===== config.mk =====
export PLATFORM = sky130hd
export DESIGN_NAME = ipv4_receive_classifier
export DESIGN_NICKNAME = d
export VERILOG_FILES = /design/src/rtl/core/ipv4rc_pkg.sv /design/src/rtl/core/ipv4rc_parse.sv /design/src/rtl/core/ipv4rc_decide.sv /design/src/rtl/core/ipv4_receive_classifier.sv
export VERILOG_INCLUDE_DIRS = /design/src /design/src/rtl/core
export SDC_FILE = /design/constraint.sdc
export NUM_CORES = 1
export LEC_CHECK = 0
export ABC_AREA = 1
export BUFFER_PORTS_ARGS = -buffer_cell sky130_fd_sc_hd__buf_2
export CORE_MARGIN = 1
export CORE_UTILIZATION = 63
export DETAILED_ROUTE_END_ITERATION = 10
export GPL_ROUTABILITY_DRIVEN = 0
export MAX_ROUTING_LAYER = met4
export PLACE_DENSITY_LB_ADDON = 0.12
export SYNTH_ARGS = -nofsm -noshare
export SYNTH_HDL_FRONTEND = slang
export SYNTH_SLANG_ARGS = --single-unit

===== constraint.sdc =====
create_clock -name clk -period 7.8 [get_ports clk]
set_input_delay 1.17 -clock clk [delete_from_list [all_inputs] [get_ports clk]]
set_output_delay 1.17 -clock clk [all_outputs]
set_load 0.03 [all_outputs]

===== src/rtl/core/assert_macros.svh =====
// assertion macros shared by the ipv4 receive classifier rtl
`ifndef ASSERT_MACROS_SVH
`define ASSERT_MACROS_SVH
`ifndef SYNTHESIS
// property that must hold at every clock edge outside reset
`define ASSERT_PROP(label, clk, rst_n, prop) \
	label: assert property (@(posedge clk) disable iff (!rst_n) (prop)) \
		else $error("%m: assertion failed");
// condition that must never be true outside reset
`define ASSERT_NEVER(label, clk, rst_n, cond) \
	label: assert property (@(posedge clk) disable iff (!rst_n) !(cond)) \
		else $error("%m: forbidden condition seen");
`else
`define ASSERT_PROP(label, clk, rst_n, prop)
`define ASSERT_NEVER(label, clk, rst_n, cond)
`endif
`endif


===== src/rtl/core/ipv4rc_pkg.sv =====
// types, codes and helpers of the ipv4 receive classifier
package ipv4rc_pkg;

	typedef enum logic [3:0] {
		VERDICT_BAD_CSUM       = 4'd0,
		VERDICT_BAD_LEN        = 4'd1,
		VERDICT_NET_UNREACH    = 4'd2,
		VERDICT_TTL_EXCEEDED   = 4'd3,
		VERDICT_FORWARD        = 4'd4,
		VERDICT_FRAGMENT       = 4'd5,
		VERDICT_UDP            = 4'd6,
		VERDICT_ICMP           = 4'd7,
		VERDICT_PROTO_UNREACH  = 4'd8
	} verdict_t;

	// configuration register indexes
	localparam logic [2:0] REG_LOCAL_ADDR_A  = 3'd0;
	localparam logic [2:0] REG_LOCAL_ADDR_B  = 3'd1;
	localparam logic [2:0] REG_LOCAL_ADDR_C  = 3'd2;
	localparam logic [2:0] REG_LOCAL_ADDR_D  = 3'd3;
	localparam logic [2:0] REG_ADDR_MASK     = 3'd4;
	localparam logic [2:0] REG_FORWARD_EN    = 3'd5;

	localparam logic [7:0] PROTO_UDP  = 8'h11;
	localparam logic [7:0] PROTO_ICMP = 8'h01;

	// header word positions that carry fields
	localparam logic [4:0] IDX_TOTAL_LEN = 5'd1;
	localparam logic [4:0] IDX_FRAG      = 5'd3;
	localparam logic [4:0] IDX_TTL_PROTO = 5'd4;
	localparam logic [4:0] IDX_CHECKSUM  = 5'd5;
	localparam logic [4:0] IDX_DEST_HI   = 5'd8;
	localparam logic [4:0] IDX_DEST_LO   = 5'd9;

	localparam logic [3:0] IHL_MIN = 4'd5;

	// configuration as seen by the decision logic
	typedef struct packed {
		logic [3:0][31:0] local_addr;
		logic [3:0]       addr_mask;
		logic             forward_en;
	} cfg_t;

	// header fields after the current word is folded in
	typedef struct packed {
		logic        short_ihl;
		logic [15:0] sum;
		logic [15:0] csum;
		logic [15:0] total_len;
		logic [15:0] frame;
		logic [15:0] ttl_proto;
		logic        frag;
		logic [31:0] dest;
		logic [5:0]  hdr_bytes;
	} hdr_t;

	// ones-complement add with end-around carry
	function automatic logic [15:0] oc_add(input logic [15:0] a, input logic [15:0] b);
		logic [16:0] s;
		s = {1'b0, a} + {1'b0, b};
		return s[15:0] + {15'd0, s[16]};
	endfunction

endpackage


===== src/rtl/core/ipv4rc_parse.sv =====
// header parser: per-word field capture and running checksum
module ipv4rc_parse
	import ipv4rc_pkg::*;
(
	input  logic        clk,
	input  logic        arst_n,
	input  logic        fire,
	input  logic [15:0] word,
	input  logic        start,
	input  logic [15:0] frame,
	output hdr_t        hdr,
	output logic        done
);

	logic [4:0]  idx_q;
	logic [4:0]  hwc_q;
	logic [15:0] sum_q;
	logic [15:0] csum_q;
	logic [15:0] total_len_q;
	logic [15:0] frame_q;
	logic [15:0] ttl_proto_q;
	logic        frag_q;
	logic [31:0] dest_q;
	logic [5:0]  hdr_bytes_q;

	logic [3:0] ihl;
	logic       active;
	logic [4:0] idx_base;
	logic [4:0] hwc_base;
	logic [4:0] idx_next;
	hdr_t       base;

	assign ihl = word[11:8];

	// starting point: fresh header on start, else stored state
	always_comb begin
		base     = '0;
		idx_base = idx_q;
		hwc_base = hwc_q;
		active   = 1'b0;
		if (start) begin
			base.frame     = frame;
			base.hdr_bytes = {ihl, 2'b00};
			base.short_ihl = (ihl < IHL_MIN);
			idx_base       = '0;
			hwc_base       = (ihl < IHL_MIN) ? 5'd0 : {ihl, 1'b0};
			active         = 1'b1;
		end else begin
			base.sum       = sum_q;
			base.csum      = csum_q;
			base.total_len = total_len_q;
			base.frame     = frame_q;
			base.ttl_proto = ttl_proto_q;
			base.frag      = frag_q;
			base.dest      = dest_q;
			base.hdr_bytes = hdr_bytes_q;
			active         = (hwc_q != 5'd0);
		end
	end

	// fold the current word into the header fields
	always_comb begin
		hdr      = base;
		idx_next = idx_base + 5'd1;
		done     = 1'b0;
		if (base.short_ihl) begin
			done = 1'b1;
		end else if (active) begin
			case (idx_base)
				IDX_TOTAL_LEN: hdr.total_len = word;
				IDX_FRAG:      hdr.frag      = |word[13:0];
				IDX_TTL_PROTO: hdr.ttl_proto = word;
				IDX_CHECKSUM:  hdr.csum      = word;
				IDX_DEST_HI:   hdr.dest[31:16] = word;
				IDX_DEST_LO:   hdr.dest[15:0]  = word;
				default: ;
			endcase
			if (idx_base != IDX_TTL_PROTO && idx_base != IDX_CHECKSUM) begin
				hdr.sum = oc_add(base.sum, word);
			end
			done = (idx_next >= hwc_base);
		end
	end

	// control state: position and expected word count
	always_ff @(posedge clk or negedge arst_n) begin
		if (!arst_n) begin
			idx_q <= '0;
			hwc_q <= '0;
		end else if (fire && active) begin
			if (done) begin
				idx_q <= '0;
				hwc_q <= '0;
			end else begin
				idx_q <= idx_next;
				hwc_q <= hwc_base;
			end
		end
	end

	// header field registers
	always_ff @(posedge clk or negedge arst_n) begin
		if (!arst_n) begin
			sum_q       <= '0;
			csum_q      <= '0;
			total_len_q <= '0;
			frame_q     <= '0;
			ttl_proto_q <= '0;
			frag_q      <= 1'b0;
			dest_q      <= '0;
			hdr_bytes_q <= '0;
		end else if (fire && active) begin
			sum_q       <= hdr.sum;
			csum_q      <= hdr.csum;
			total_len_q <= hdr.total_len;
			frame_q     <= hdr.frame;
			ttl_proto_q <= hdr.ttl_proto;
			frag_q      <= hdr.frag;
			dest_q      <= hdr.dest;
			hdr_bytes_q <= hdr.hdr_bytes;
		end
	end

endmodule


===== src/rtl/core/ipv4rc_decide.sv =====
// verdict logic: checksum, length, address match and forward rewrite
module ipv4rc_decide
	import ipv4rc_pkg::*;
#(
	parameter int LOCAL_SLOTS = 4
) (
	input  hdr_t        hdr,
	input  cfg_t        cfg,
	output verdict_t    verdict,
	output logic [7:0]  new_ttl,
	output logic [15:0] new_checksum,
	output logic [15:0] payload_size
);

	logic [7:0]  ttl;
	logic [7:0]  ttl_dec;
	logic [15:0] ours;
	logic [15:0] fwd_csum;
	logic        is_local;
	logic [15:0] hb_ext;

	assign ttl      = hdr.ttl_proto[15:8];
	assign ttl_dec  = ttl - 8'd1;
	assign ours     = ~oc_add(hdr.sum, hdr.ttl_proto);
	assign fwd_csum = ~oc_add(hdr.sum, {ttl_dec, hdr.ttl_proto[7:0]});
	assign hb_ext   = {10'd0, hdr.hdr_bytes};

	// payload bytes, saturating at zero
	assign payload_size = (hdr.frame > hb_ext) ? (hdr.frame - hb_ext) : 16'd0;

	// destination match against enabled local slots
	always_comb begin
		is_local = 1'b0;
		for (int i = 0; i < LOCAL_SLOTS; i++) begin
			if (cfg.addr_mask[i] && cfg.local_addr[i] == hdr.dest) begin
				is_local = 1'b1;
			end
		end
	end

	// verdict in priority order
	always_comb begin
		verdict      = VERDICT_PROTO_UNREACH;
		new_ttl      = '0;
		new_checksum = '0;
		if (hdr.short_ihl) begin
			verdict = VERDICT_BAD_LEN;
		end else if (ours != hdr.csum) begin
			verdict = VERDICT_BAD_CSUM;
		end else if (hdr.total_len > hdr.frame) begin
			verdict = VERDICT_BAD_LEN;
		end else if (!is_local) begin
			if (!cfg.forward_en) begin
				verdict = VERDICT_NET_UNREACH;
			end else if (ttl <= 8'd1) begin
				verdict = VERDICT_TTL_EXCEEDED;
			end else begin
				verdict      = VERDICT_FORWARD;
				new_ttl      = ttl_dec;
				new_checksum = fwd_csum;
			end
		end else if (hdr.frag) begin
			verdict = VERDICT_FRAGMENT;
		end else if (hdr.ttl_proto[7:0] == PROTO_UDP) begin
			verdict = VERDICT_UDP;
		end else if (hdr.ttl_proto[7:0] == PROTO_ICMP) begin
			verdict = VERDICT_ICMP;
		end
	end

endmodule


===== src/rtl/core/ipv4_receive_classifier.sv =====
// ipv4 receive classifier top level: input stage, parser, decision, result register
//
//  channel | direction | handshake          | payload
//  --------+-----------+--------------------+---------------------------------------------
//  in      | input     | in_valid/in_stall  | header_word, start_of_header, frame_size
//  out     | output    | out_valid/out_stall| verdict, new_ttl, new_checksum, payload_size
//  cfg     | input     | cfg_write          | cfg_index, cfg_data
//
// one header word per cycle while in_stall is low; the word that ends the header passes through
// the input register, then parse and decide logic into the result register, to give a verdict.
// asynchronous active-low reset clears configuration, parser state and both valid flags.
// a stalled result holds the result register; the input stage then fills and stalls in turn.
module ipv4_receive_classifier
	import ipv4rc_pkg::*;
#(
	parameter int LOCAL_SLOTS = 4
) (
	input  logic        clk,
	input  logic        arst_n,
	input  logic        in_valid,
	output logic        in_stall,
	input  logic [15:0] header_word,
	input  logic        start_of_header,
	input  logic [15:0] frame_size,
	output logic        out_valid,
	input  logic        out_stall,
	output logic [3:0]  verdict,
	output logic [7:0]  new_ttl,
	output logic [15:0] new_checksum,
	output logic [15:0] payload_size,
	input  logic        cfg_write,
	input  logic [2:0]  cfg_index,
	input  logic [31:0] cfg_data
);

`include "assert_macros.svh"

	cfg_t        cfg_q;
	logic        valid_s1;
	logic [15:0] word_s1;
	logic        start_s1;
	logic [15:0] frame_s1;
	logic        advance;
	logic        fire;
	hdr_t        hdr;
	logic        done;
	verdict_t    dec_verdict;
	logic [7:0]  dec_ttl;
	logic [15:0] dec_csum;
	logic [15:0] dec_payload;
	logic        out_valid_q;

	// configuration registers
	always_ff @(posedge clk or negedge arst_n) begin
		if (!arst_n) begin
			cfg_q <= '0;
		end else if (cfg_write) begin
			case (cfg_index)
				REG_LOCAL_ADDR_A: cfg_q.local_addr[0] <= cfg_data;
				REG_LOCAL_ADDR_B: cfg_q.local_addr[1] <= cfg_data;
				REG_LOCAL_ADDR_C: cfg_q.local_addr[2] <= cfg_data;
				REG_LOCAL_ADDR_D: cfg_q.local_addr[3] <= cfg_data;
				REG_ADDR_MASK:    cfg_q.addr_mask     <= cfg_data[3:0];
				REG_FORWARD_EN:   cfg_q.forward_en    <= cfg_data[0];
				default: ;
			endcase
		end
	end

	// pipeline moves when the result register is free or being taken
	assign advance  = !out_valid_q || !out_stall;
	assign in_stall = valid_s1 && !advance;
	assign fire     = valid_s1 && advance;

	// input stage
	always_ff @(posedge clk or negedge arst_n) begin
		if (!arst_n) begin
			valid_s1 <= 1'b0;
		end else if (!in_stall) begin
			valid_s1 <= in_valid;
		end
	end

	always_ff @(posedge clk) begin
		if (!in_stall && in_valid) begin
			word_s1  <= header_word;
			start_s1 <= start_of_header;
			frame_s1 <= frame_size;
		end
	end

	ipv4rc_parse u_parse (
		.clk    (clk),
		.arst_n (arst_n),
		.fire   (fire),
		.word   (word_s1),
		.start  (start_s1),
		.frame  (frame_s1),
		.hdr    (hdr),
		.done   (done)
	);

	ipv4rc_decide #(
		.LOCAL_SLOTS (LOCAL_SLOTS)
	) u_decide (
		.hdr          (hdr),
		.cfg          (cfg_q),
		.verdict      (dec_verdict),
		.new_ttl      (dec_ttl),
		.new_checksum (dec_csum),
		.payload_size (dec_payload)
	);

	// result register
	always_ff @(posedge clk or negedge arst_n) begin
		if (!arst_n) begin
			out_valid_q <= 1'b0;
		end else if (advance) begin
			out_valid_q <= fire && done;
		end
	end

	always_ff @(posedge clk) begin
		if (fire && done) begin
			verdict      <= dec_verdict;
			new_ttl      <= dec_ttl;
			new_checksum <= dec_csum;
			payload_size <= dec_payload;
		end
	end

	assign out_valid = out_valid_q;

	// rewrite fields are only nonzero on a forward word
	`ASSERT_PROP(a_rewrite_only_fwd, clk, arst_n,
		(out_valid && verdict != VERDICT_FORWARD) |-> (new_ttl == 8'd0 && new_checksum == 16'd0))
	// a forwarded word never leaves with an expired ttl
	`ASSERT_NEVER(a_fwd_ttl_live, clk, arst_n,
		out_valid && verdict == VERDICT_FORWARD && new_ttl == 8'd0)
	// the input side stalls only while a word sits in the input stage behind a held result
	`ASSERT_PROP(a_stall_cause, clk, arst_n,
		in_stall |-> (valid_s1 && out_valid_q && out_stall))

endmodule


==> results.yml <==
route:
  drc: 0
  wl_met1_um: 25980
  drt-initial-drc-count: 2309
  finalWirelength_um: 69700
  first_pass_iters: 8
  wl_met3_um: 7109
  vias_per_cell: 6.025
  vias: 22310
  topRoutingLayerUsed: "met4"
  wl_met2_um: 30690
  wire_per_inst_um: 18.83
  ant_nets: 0
critical_path:
  critPathMaxFanout: 6
  r2r_slack_ns: 0.41
  setup.worst_path.end: "new_checksum[3]"
  crit_start: "start_s1"
  path_common_cell: "nand3_1"
  end_kind: "flip-flop"
  cp.arrival_ns: 7.81
  critPathKind: "flip-flop to flip-flop"
  slowest_stage: "edfxtp_1"
  ff2ff_path_depth: 50
  start_kind: "flip-flop"
  max_stage_delay_ns: 0.46
  rr_endpoint: "new_checksum[3]"
  crit_required_ns: 8.22
  rr_startpoint: "start_s1"
global_route:
  grt_max_degree: 185
  grt_pass1_vias: 20920
  grt.overflow.total: 0
  track_usage_pct: 40.23
  antenna_found_initial: 0
  grt_pass1_wl_um: 109200
yosys:
  synthesis.area_per_instance_um2: 7.130
  synth_area_leaders: "dfrtp_1 (30%), nand2_1 (16%), edfxtp_1 (10%), o21ai_0 (8.4%), inv_1 (5.8%)"
  synth_largest_area_cell: "dfrtp_1"
  yosys_most_used_dff: "dfrtp_1"
  synth_top_area_share_pct: 29.68
  syn_area_um2: 22260
  ys.warnings.count: 0
  synth_fp_nets: 3273
  netlist_instances: 3122
  ys_ff_latch: 341
  synth_edf_count: 77
  seq_area_frac_synth_pct: 40.07
  synthDistinctLibCells: 56
  synthArstFlopShare_pct: 77.42
layout:
  nNetsFinal: 3368
  drive_above_1_share_pct: 10.66
  stdcell_count: 3702
  diodes: 0
  fin_area_um2: 24680
  areaGrowthSynthToFinish_pct: 10.88
cts:
  clock-sinks: 341
  numCtsBuffers: 39
  clock_latency_ns: 0.58
  cts_root_buffer: "clkbuf_16"
  clock_path_buffers: 3
  cts.clk_slew.worst_paths_ns: 0.06
  cts_tree: "built"
  htreeDepth: 2
pwr:
  power_mw: 8.237
  p_leak_nw: 12.70
  ir_worst_vdd_v: 0.0002919
  power_per_cell_area_nw_per_um2: 333.7
placement:
  io_buffers: 118
  place_area_um2: 23110
  dpl.hpwl_um: 49800
  place_inst: 3616
sta:
  worst_slew_pin_slew_ns: 1.140
  finalCriticalPeriod_ns: 7.387
  finalSetupViolations: 0
  slew_violations: 0
  hold_violations: 0
  fin_crit_sh_pct: 94.71
  skew_ns: 0.02094
  fmax_ghz: 0.1354
  max_slew_margin_pct: 23.97
floorplan:
  die-width_um: 190.0
  rows: 68
  ioPinCount: 119
  start_util_pct: 64.28
  chipHeight_um: 190.0
  coreArea_um2: 34630
  dieArea_um2: 36090
worst_hold_path:
  hp-class: "flip-flop to flip-flop"
status:
  outcome: "finished clean"
run:
  cap_viol_max_count: 0
-- cell families after synthesis --
kind of cell,after synthesis,synth area share [%]
compound gates,543,12.96
xor+xnor,71,2.794
fa+ha+maj,78,4.486
buf+inv,448,8.123
flops,341,40.07
mux,2,0.08994
simple gates,1639,31.48
-- final cells by class --
class	instances	area [um^2]
Timing Repair Buffer	150	912.1
Inverter	352	1326
Clock inverter	20	170.2
Clock buffer	51	1114
Sequential cell	341	8919
Multi-Input combinational cell	2333	11670
Tap cell	455	569.3
Fill cell	2832	9947
-- stage by stage --
| stage | hold slack [ns] | util (%) | setup TNS [ns] | setup WS, ns |
|---|---|---|---|---|
| after detailed placement | 0.4667 | 66.75 | -0.1167 | -0.02136 |
| after global placement | 0.4613 | 66.75 | 0 | 0.2787 |
| after floorplan | 0.4476 | - | 0 | 0.5834 |
| after global routing | 0.4947 | 71.27 | -1.368 | -0.08064 |
| final | 0.4806 | 71.27 | 0 | 0.4129 |
| after CTS | 0.4822 | 70.48 | 0 | 0.01480 |
-- synth_stat cells (6+ instances only) --
library cell and number:
xor2_1 43, nand3b_1 11, or2_2 23, nor2_1 281
ha_1 75, a211oi_1 11, buf_6 11, o21ai_0 373
nand4_1 41, buf_4 8, edfxtp_1 77, or2_1 10
nor3_1 23, inv_1 344, o21bai_1 7, xnor2_1 28
nor2_2 26, dfrtp_1 264, a21oi_1 78, buf_2 11
nand2_2 28, inv_2 6, nand3_1 191, o22ai_1 11
nand2_4 9, a21boi_0 8, o21ai_1 24, nand2_1 969
clkbuf_1 63
-- registers in the layout, summed over array words and instances, names as in the netlist --
register	cells
cfg_q	133
frame_s1	16
new_checksum	16
new_ttl	8
out_valid	1
payload_size	16
start_s1	1
u_parse.csum_q	16
u_parse.dest_q	32
u_parse.frag_q	1
u_parse.frame_q	16
u_parse.hdr_bytes_q	6
u_parse.hwc_q	5
u_parse.idx_q	5
u_parse.sum_q	16
u_parse.total_len_q	16
u_parse.ttl_proto_q	16
valid_s1	1
verdict	4
word_s1	16
-- what timing repair did --
item                                    in CTS  in global routing
endpoints found under the setup margin      24                 28
pin swaps                                    0                 14
gates cloned                                 0                  3
resized for setup                            2                 36
hold buffers                                 0                  0
setup buffers                                0                 12
-- cells in the final DEF (no fill, tap or decap), types with 10 or more instances in the layout --
| cell | count |
|---|---|
| nand2_1 | 963 |
| o21ai_0 | 372 |
| inv_1 | 344 |
| nor2_1 | 269 |
| dfrtp_1 | 264 |
| nand3_1 | 188 |
| buf_2 | 117 |
| a21oi_1 | 78 |
| edfxtp_1 | 77 |
| ha_1 | 70 |
| xor2_1 | 43 |
| clkbuf_16 | 43 |
| nand4_1 | 41 |
| nor2_2 | 33 |
| nand2_2 | 33 |
| xnor2_1 | 28 |
| o21ai_1 | 25 |
| buf_4 | 25 |
| or2_2 | 23 |
| nor3_1 | 23 |
| a211oi_1 | 11 |
| o22ai_1 | 11 |
| nand3b_1 | 11 |
| nand2_4 | 10 |
| or2_1 | 10 |
-- report_power, final --
group / internal, mW / total, mW / switching (mW)
Sequential: 2.21 / 2.47 / 0.262
Clock: 1.08 / 1.85 / 0.778
Combinational: 1.21 / 3.91 / 2.71
-- per-layer routing --
layer  global-route usage (%)  vias to the layer above
li1                         -                    10310
met1                    49.18                    10330
met2                    59.99                     1305
met3                    7.434                      358
met4                    28.88                        0
met5                        -                        -
-- how the worst min path moves through the flow --
stage / start / to / slack [ns] / cells past startpoint
5_1_grt: u_parse.total_len_q[8] / u_parse.total_len_q[8] / 0.49 / 2
4_1_cts: u_parse.frame_q[10] / u_parse.frame_q[10] / 0.48 / 2
6_report: u_parse.total_len_q[8] / u_parse.total_len_q[8] / 0.48 / 2
2_1_floorplan: u_parse.hdr_bytes_q[3] / u_parse.hdr_bytes_q[3] / 0.45 / 2
3_5_place_dp: u_parse.total_len_q[5] / u_parse.total_len_q[5] / 0.47 / 2
3_3_place_gp: u_parse.frame_q[13] / u_parse.frame_q[13] / 0.46 / 2
-- critical path, delay by kind of cell, from the launching register on --
| kind | cells | cell delay [ns] |
|---|---|---|
| AND/OR/NAND/NOR | 29 | 3.37 |
| adder cells (fa/ha/maj) | 6 | 1.46 |
| AO/OA/AOI/OAI | 8 | 1.13 |
| buffers and inverters | 7 | 0.83 |
| flip-flops | 1 | 0.46 |
(Power assumes the default switching activity.)
